--- src/sv/igl_pkg.sv ---
// ---------------------------------------------------------------------------
// igl_pkg: shared types for the integer gcd / lcm core
// Controller states, result select codes and the command / status structs
// that join the controller to the datapath.
// ---------------------------------------------------------------------------
package igl_pkg;

  localparam int unsigned WORD_W = 32;
  localparam int unsigned RES_W  = 63;
  localparam int unsigned SHF_W  = 5;   // shift count for the common power of two

  // Opcodes
  localparam logic OP_GCD = 1'b0;
  localparam logic OP_LCM = 1'b1;

  typedef enum logic [2:0] {
    ST_IDLE,
    ST_CHECK,
    ST_GCD,
    ST_FIN,
    ST_DINIT,
    ST_DIV,
    ST_MUL,
    ST_OUT
  } state_e;

  // Source of the result register
  typedef enum logic [1:0] {
    SEL_OR,     // one magnitude is zero: the other one
    SEL_ZERO,   // lcm with a zero operand
    SEL_G,      // computed gcd
    SEL_PROD    // lcm product
  } res_sel_e;

  typedef struct packed {
    logic     load;
    logic     gcd_step;
    logic     gcd_finish;
    logic     div_init;
    logic     div_step;
    logic     mul;
    logic     write_res;
    res_sel_e sel;
  } cmd_t;

  typedef struct packed {
    logic op;
    logic a_zero;
    logic b_zero;
    logic uv_eq;
    logic div_last;
  } sts_t;

endpackage

--- src/sv/igl_datapath.sv ---
// ---------------------------------------------------------------------------
// igl_datapath: operand, gcd, divider and multiplier registers
// Binary gcd one step per cycle, restoring divider one quotient bit per
// cycle, one 32x32 multiply, and the result register.
// ---------------------------------------------------------------------------
module igl_datapath (
  input  logic                            clk_i,
  input  logic                            rst_ni,
  input  igl_pkg::cmd_t                   cmd_i,
  output igl_pkg::sts_t                   sts_o,
  input  logic                            opcode_i,
  input  logic signed [igl_pkg::WORD_W-1:0] operand_a_i,
  input  logic signed [igl_pkg::WORD_W-1:0] operand_b_i,
  output logic        [igl_pkg::RES_W-1:0]  result_o
);
  import igl_pkg::*;

  function automatic logic [WORD_W-1:0] magnitude(input logic [WORD_W-1:0] v);
    magnitude = v[WORD_W-1] ? (~v + 1'b1) : v;
  endfunction

  logic                  op_q;
  logic [WORD_W-1:0]     ma_q, mb_q;
  logic [WORD_W-1:0]     u_q, v_q, g_q;
  logic [SHF_W-1:0]      k_q;
  logic [WORD_W-1:0]     rem_q, quo_q;
  logic [SHF_W-1:0]      cnt_q;
  logic [2*WORD_W-1:0]   prod_q;
  logic [RES_W-1:0]      res_q;

  logic [WORD_W:0]       div_shift;
  logic [WORD_W:0]       div_diff;
  logic [WORD_W-1:0]     u_minus_v, v_minus_u;

  assign u_minus_v = u_q - v_q;
  assign v_minus_u = v_q - u_q;
  assign div_shift = {rem_q, quo_q[WORD_W-1]};
  assign div_diff  = div_shift - {1'b0, g_q};

  // Operand load and binary gcd steps
  always_ff @(posedge clk_i) begin
    if (cmd_i.load) begin
      op_q <= opcode_i;
      ma_q <= magnitude(operand_a_i);
      mb_q <= magnitude(operand_b_i);
      u_q  <= magnitude(operand_a_i);
      v_q  <= magnitude(operand_b_i);
      k_q  <= '0;
    end else if (cmd_i.gcd_step) begin
      if (!u_q[0] && !v_q[0]) begin
        u_q <= u_q >> 1;
        v_q <= v_q >> 1;
        k_q <= k_q + 1'b1;
      end else if (!u_q[0]) begin
        u_q <= u_q >> 1;
      end else if (!v_q[0]) begin
        v_q <= v_q >> 1;
      end else if (u_q > v_q) begin
        u_q <= u_minus_v >> 1;
      end else begin
        v_q <= v_minus_u >> 1;
      end
    end
    if (cmd_i.gcd_finish) begin
      g_q <= u_q << k_q;
    end
  end

  // Restoring divider: ma / g
  always_ff @(posedge clk_i) begin
    if (cmd_i.div_init) begin
      rem_q <= '0;
      quo_q <= ma_q;
      cnt_q <= '1;
    end else if (cmd_i.div_step) begin
      cnt_q <= cnt_q - 1'b1;
      if (!div_diff[WORD_W]) begin
        rem_q <= div_diff[WORD_W-1:0];
        quo_q <= {quo_q[WORD_W-2:0], 1'b1};
      end else begin
        rem_q <= div_shift[WORD_W-1:0];
        quo_q <= {quo_q[WORD_W-2:0], 1'b0};
      end
    end
  end

  // Multiply and result register
  always_ff @(posedge clk_i) begin
    if (cmd_i.mul) begin
      prod_q <= {{WORD_W{1'b0}}, quo_q} * {{WORD_W{1'b0}}, mb_q};
    end
    if (cmd_i.write_res) begin
      case (cmd_i.sel)
        SEL_OR:   res_q <= {{(RES_W-WORD_W){1'b0}}, ma_q | mb_q};
        SEL_ZERO: res_q <= '0;
        SEL_G:    res_q <= {{(RES_W-WORD_W){1'b0}}, g_q};
        SEL_PROD: res_q <= prod_q[RES_W-1:0];
        default:  res_q <= '0;
      endcase
    end
  end

  assign sts_o.op       = op_q;
  assign sts_o.a_zero   = (ma_q == '0);
  assign sts_o.b_zero   = (mb_q == '0);
  assign sts_o.uv_eq    = (u_q == v_q);
  assign sts_o.div_last = (cnt_q == '0);
  assign result_o       = res_q;

  // A gcd step keeps both values nonzero
  a_gcd_nonzero: assert property (@(posedge clk_i) disable iff (!rst_ni)
    cmd_i.gcd_step |=> (u_q != '0 && v_q != '0))
    else $error("gcd step produced a zero value");

  // A gcd step never grows either value
  a_gcd_shrink: assert property (@(posedge clk_i) disable iff (!rst_ni)
    cmd_i.gcd_step |=> (u_q <= $past(u_q) && v_q <= $past(v_q)))
    else $error("gcd step grew a value");

  // Partial remainder stays below the divisor
  a_div_rem: assert property (@(posedge clk_i) disable iff (!rst_ni)
    cmd_i.div_step |=> (rem_q < g_q))
    else $error("divider remainder not below divisor");

endmodule

--- src/sv/igl_ctrl.sv ---
// ---------------------------------------------------------------------------
// igl_ctrl: sequencing state machine for the gcd / lcm core
// Steps each item through load, zero check, gcd loop and, for lcm, divide and multiply,
// and owns the input ready and the output valid.
// ---------------------------------------------------------------------------
module igl_ctrl (
  input  logic          clk_i,
  input  logic          rst_ni,
  input  logic          in_valid_i,
  output logic          in_ready_o,
  output logic          out_valid_o,
  input  logic          out_ready_i,
  input  igl_pkg::sts_t sts_i,
  output igl_pkg::cmd_t cmd_o
);
  import igl_pkg::*;

  state_e   state_q, state_d;
  res_sel_e sel_q, sel_d;
  logic     out_valid_q, out_valid_d;

  // State, select and output valid registers
  always_ff @(posedge clk_i or negedge rst_ni) begin
    if (!rst_ni) begin
      state_q     <= ST_IDLE;
      sel_q       <= SEL_ZERO;
      out_valid_q <= 1'b0;
    end else begin
      state_q     <= state_d;
      sel_q       <= sel_d;
      out_valid_q <= out_valid_d;
    end
  end

  // Next state and commands
  always_comb begin
    state_d    = state_q;
    sel_d      = sel_q;
    cmd_o      = '0;
    cmd_o.sel  = sel_q;
    in_ready_o = 1'b0;
    case (state_q)
      ST_IDLE: begin
        in_ready_o = 1'b1;
        if (in_valid_i) begin
          cmd_o.load = 1'b1;
          state_d    = ST_CHECK;
        end
      end
      ST_CHECK: begin
        if (sts_i.a_zero || sts_i.b_zero) begin
          sel_d   = (sts_i.op == OP_LCM) ? SEL_ZERO : SEL_OR;
          state_d = ST_OUT;
        end else begin
          state_d = ST_GCD;
        end
      end
      ST_GCD: begin
        if (sts_i.uv_eq) begin
          state_d = ST_FIN;
        end else begin
          cmd_o.gcd_step = 1'b1;
        end
      end
      ST_FIN: begin
        cmd_o.gcd_finish = 1'b1;
        if (sts_i.op == OP_LCM) begin
          state_d = ST_DINIT;
        end else begin
          sel_d   = SEL_G;
          state_d = ST_OUT;
        end
      end
      ST_DINIT: begin
        cmd_o.div_init = 1'b1;
        state_d        = ST_DIV;
      end
      ST_DIV: begin
        cmd_o.div_step = 1'b1;
        if (sts_i.div_last) begin
          state_d = ST_MUL;
        end
      end
      ST_MUL: begin
        cmd_o.mul = 1'b1;
        sel_d     = SEL_PROD;
        state_d   = ST_OUT;
      end
      ST_OUT: begin
        // wait for the output register to be free
        if (!out_valid_q || out_ready_i) begin
          cmd_o.write_res = 1'b1;
          state_d         = ST_IDLE;
        end
      end
      default: begin
        state_d = ST_IDLE;
      end
    endcase
  end

  // Output valid: set on result write, cleared when taken
  always_comb begin
    out_valid_d = out_valid_q;
    if (cmd_o.write_res) begin
      out_valid_d = 1'b1;
    end else if (out_ready_i) begin
      out_valid_d = 1'b0;
    end
  end

  assign out_valid_o = out_valid_q;

  // A result is written only into a free or draining output register
  a_no_overwrite: assert property (@(posedge clk_i) disable iff (!rst_ni)
    (out_valid_q && !out_ready_i) |=> !$past(cmd_o.write_res))
    else $error("result register overwritten while held");

  // The gcd loop is entered only with two nonzero magnitudes
  a_gcd_entry: assert property (@(posedge clk_i) disable iff (!rst_ni)
    (state_q == ST_CHECK && state_d == ST_GCD) |-> (!sts_i.a_zero && !sts_i.b_zero))
    else $error("gcd loop entered with a zero operand");

  // Division is only reached for lcm items
  a_div_lcm: assert property (@(posedge clk_i) disable iff (!rst_ni)
    (state_q == ST_DINIT) |-> (sts_i.op == OP_LCM))
    else $error("divider started for a gcd item");

endmodule

--- src/sv/integer_gcd_lcm_core.sv ---
// Sequence: after accept, a zero check; if an operand is zero the result is written
// directly. Otherwise binary gcd steps run, one per cycle, until the two values match,
// then the gcd is finished. Lcm adds divider init, 32 quotient bits, one multiply.
// Throughput: one item at a time; the next item is accepted the cycle after the
// result is written, while that result may still wait in the output register.
// Reset (async, active low) clears the controller state and the output valid.
// ---------------------------------------------------------------------------
// integer_gcd_lcm_core: gcd / lcm of two signed 32-bit operand magnitudes
// Controller state machine plus datapath, valid/ready on both sides.
// ---------------------------------------------------------------------------
module integer_gcd_lcm_core (
  input  logic                              clk_i,
  input  logic                              rst_ni,
  input  logic                              in_valid_i,
  output logic                              in_ready_o,
  input  logic                              opcode_i,
  input  logic signed [igl_pkg::WORD_W-1:0] operand_a_i,
  input  logic signed [igl_pkg::WORD_W-1:0] operand_b_i,
  output logic                              out_valid_o,
  input  logic                              out_ready_i,
  output logic        [igl_pkg::RES_W-1:0]  result_o
);
  import igl_pkg::*;

  cmd_t cmd;
  sts_t sts;

  // Sequencer
  igl_ctrl u_ctrl (
    .clk_i       (clk_i),
    .rst_ni      (rst_ni),
    .in_valid_i  (in_valid_i),
    .in_ready_o  (in_ready_o),
    .out_valid_o (out_valid_o),
    .out_ready_i (out_ready_i),
    .sts_i       (sts),
    .cmd_o       (cmd)
  );

  // Arithmetic
  igl_datapath u_datapath (
    .clk_i       (clk_i),
    .rst_ni      (rst_ni),
    .cmd_i       (cmd),
    .sts_o       (sts),
    .opcode_i    (opcode_i),
    .operand_a_i (operand_a_i),
    .operand_b_i (operand_b_i),
    .result_o    (result_o)
  );

endmodule
--- config.mk ---
export PLATFORM = sky130hd
export DESIGN_NAME = integer_gcd_lcm_core
export DESIGN_NICKNAME = d
export VERILOG_FILES = /design/src/sv/igl_pkg.sv /design/src/sv/igl_datapath.sv /design/src/sv/igl_ctrl.sv /design/src/sv/integer_gcd_lcm_core.sv
export SDC_FILE = /design/constraint.sdc
export NUM_CORES = 2
export LEC_CHECK = 0
export BUFFER_PORTS_ARGS = -buffer_cell sky130_fd_sc_hd__buf_2
export CORE_AREA = 3 3 297 299
export CTS_CLUSTER_DIAMETER = 100
export DETAILED_ROUTE_END_ITERATION = 6
export DIE_AREA = 0 0 300 302
export PLACE_DENSITY = 0.82
export SLEW_MARGIN = 20
export SYNTH_ARGS = -nofsm -noshare
export SYNTH_HDL_FRONTEND = slang
export SYNTH_HIERARCHICAL = 1
export SYNTH_SLANG_ARGS = --single-unit
--- constraint.sdc ---
create_clock -name clk_i -period 11.35 [get_ports clk_i]
set_input_delay 0.5675 -clock clk_i [delete_from_list [all_inputs] [get_ports clk_i]]
set_output_delay 0.5675 -clock clk_i [all_outputs]
set_load 0.05 [all_outputs]
==> reports/results.txt <==
status: finished, violations left
failing checks: design-rule violations
Syn Nets: 7336
measured slew at the worst slew-check pin: 1.11 ns
Setup crit end kind: flop
I/O pins: 134
top cells by area, synth: fa_1 32%, edfxtp_1 17%, ha_1 8.0%
M3 GR Usage: 10.8%
number of global-route vias before repair: 45400
Setup TNS: 0 ns
Final WS setup: 1.56 ns
critical path data arrival time: 10.12 ns
number of fill cells: 6686
residual DRC count: 6
Final setup viols: 0
Die Footprint: 90600 um^2
Crit path top cell by count: fa_1
First-pass DRT Iterations: 7
area fraction of the dominant cell type after synthesis: 32.2%
Rows: 107
initial antenna violation count: 10
Post-Synthesis Cells: 6011
CTS Buf Count: 40
FF+latch area: 10600 um^2
Final Max Tran Viols: 0
Hold EP: u_datapath/op_q
Clock Skew: 0.0315 ns
DIE HEIGHT: 302 um
Final Power: 0.00297 W
Slowest-stage cell, CP: a2111oi_0
Finished Core Util: 68.8%
worst vdd ir: 0.0000950 V
Final HPWL DP: 130000 um
Pwr Density: 50.5 nW/um^2
Main synth FF type: edfxtp_1
Total GRT Usage: 37.4%
M1 GR Usage: 49.2%
H-tree Lvls: 2
HP Class: in -> reg
Seq cells post-synth: 367
layout cell share with drive strength beyond 1: 6.33%
Slew HR: 25.7%
Mean Syn Cell Area: 9.28 um^2
peak fanout along the critical path: 21
Post-synth EDFFs: 319
initial drt markers: 4519
Die W: 300 um
RSZ-0062 raised after global routing: false
Synth area leader: fa_1
hold depth: 1
IO buf count: 133
Synth cell types: 86
Mapped Area: 55800 um^2
Core ar.: 85400 um^2
Vias: 44000
largest net degree at the start of global routing: 86
post-synthesis sequential area ratio: 18.9%
global-route wire length before repair: 259000 um
Wirelength per Cell: 23.5 um
Hold Violations, Final: 0
max-cap violation count: 0
DR vias/cell: 6.20
Worst EP required: 11.68 ns
CTS tree: built
Final nets: 7247
Remaining Overflow, GRT: 0
area grow syn2layout: 5.26%
Setup WS pre-CTS: 1.75 ns
Worst R2R End: u_datapath/prod_q[57]
Tmin final: 9.79 ns
Crit Path Category: reg -> reg
CTS Root Cell: clkbuf_16
FMAX: 102 MHz
Multi-input gate area: 40100 um^2
type of origin of the critical path: flop
Reg clk slew, reported paths: 0.06 ns
final wirelength: 167000 um
synth cell count leaders: 1007 x inv_1, 898 x fa_1, 714 x nand2_1
clock sink count: 367
worst skew pair latency: 0.60 ns
Ys Warns: 6
LEAKAGE: 27.7 nW
launch point of the worst reg-to-reg path: u_datapath/quo_q[7]
Final period util: 86.3%
most frequent cell after synthesis: inv_1
GPL Wtd Cong: 1.03
grt peak-use layer: met2
R2R cell count: 25
Global Route met2 Usage: 57.3%
initial core utilization: 65.3%
CP peak stage delay: 0.92 ns
Routed Antenna Nets: 0
hold path startpoint: opcode_i
R2R Setup Slk: 1.56 ns
Final Hold Slack: 0.158 ns
maximum root-to-sink buffer count: 3
ys async rst share: 1.63%
## worst max-delay path, delay by kind of cell (launching register included)
family	cells	cell delay, ns
simple gates	3	0.88
flops	1	0.79
buf+inv	6	0.83
compound gates	6	2.48
fa+ha+maj	9	4.35
xor+xnor	1	0.15
## metal layers
layer  up-vias  share of wire, %
met2      2725                44
met1     21800                37
met3       633                12
li1      18900                 -
met5         -             0.024
met4         6               6.2
## stage by stage
stage               instances  area [um^2]
detailed placement       7021        57200
floorplan                6011        55800
finish                   7107        58700
global route             7101        58700
CTS                      7095        58700
global placement         7021        57200
## state kept, by name, summed over array words and instances (netlist names), 32 cells and up
| signal | count |
|---|---|
| u_datapath/quo_q | 32 |
| u_datapath/g_q | 32 |
| u_datapath/ma_q | 32 |
| u_datapath/rem_q | 32 |
| u_datapath/prod_q | 63 |
| u_datapath/mb_q | 32 |
| u_datapath/result_o | 63 |
| u_datapath/v_q | 32 |
| u_datapath/u_q | 32 |
## final cells by class
type | instances | share of cell area, %
well taps | 1144 | 2.44
diodes | 10 | 0.0426
multi-input cells | 4281 | 68.3
repair buffers | 224 | 2.35
clock buffers | 49 | 1.87
flip-flops and latches | 367 | 18.0
inverters | 1008 | 6.44
clock inverters | 24 | 0.550
## worst max-delay path by stage
stage                   startpoint                     to  slack (ns)
2_1_floorplan   u_datapath/mb_q[8]  u_datapath/prod_q[61]        3.76
3_3_place_gp   u_datapath/quo_q[7]  u_datapath/prod_q[57]        1.80
3_5_place_dp   u_datapath/quo_q[7]  u_datapath/prod_q[57]        1.75
4_1_cts        u_datapath/quo_q[7]  u_datapath/prod_q[57]        1.71
5_1_grt        u_datapath/quo_q[7]  u_datapath/prod_q[57]        1.24
6_report       u_datapath/quo_q[7]  u_datapath/prod_q[57]        1.56
## where the power goes
group | switching (W) | internal [W]
Combinational | 0.0000643 | 0.0000268
Clock | 0.000607 | 0.000817
Sequential | 0.0000000000000000000103 | 0.00145
Total | 0.000671 | 0.00230
## cell usage in the layout, fill, tap and decap left out, drive strengths merged, types with 30 or more instances in the layout
master / count
o31ai: 30
nor2: 288
mux2: 38
a21o: 107
dfxtp: 42
nor3: 48
buf: 223
nand2: 714
o21ai: 180
ha: 358
inv: 1015
a221oi: 41
xnor2: 148
clkbuf: 49
fa: 898
a21oi: 223
and3: 56
mux2i: 37
and2: 607
nand3: 42
edfxtp: 319
xor2: 61
## logic make-up (layout without fill, tap and decap cells)
kind of cell               after synthesis  in the layout  synth area share (%)
DFF                                    367            367                  18.9
other                                    0             10                     0
buffers and inverters                 1363           1305                  9.22
xor gates and xnor gates               209            209                  3.28
AOI/OAI and AO/OA                      798            798                  9.22
and+or+nand+nor                       1933           1933                  17.2
muxes                                   85             85                  1.84
adders and majority gates             1256           1256                  40.3
## timing repair
action / in CTS / in global routing
setup buffers: 0 / 0
gates resized for setup: 0 / 0
hold buffers: 1 / 0
endpoints found under the hold margin: 6 / 0
No activity file was read; power rests on OpenSTA's default activity.
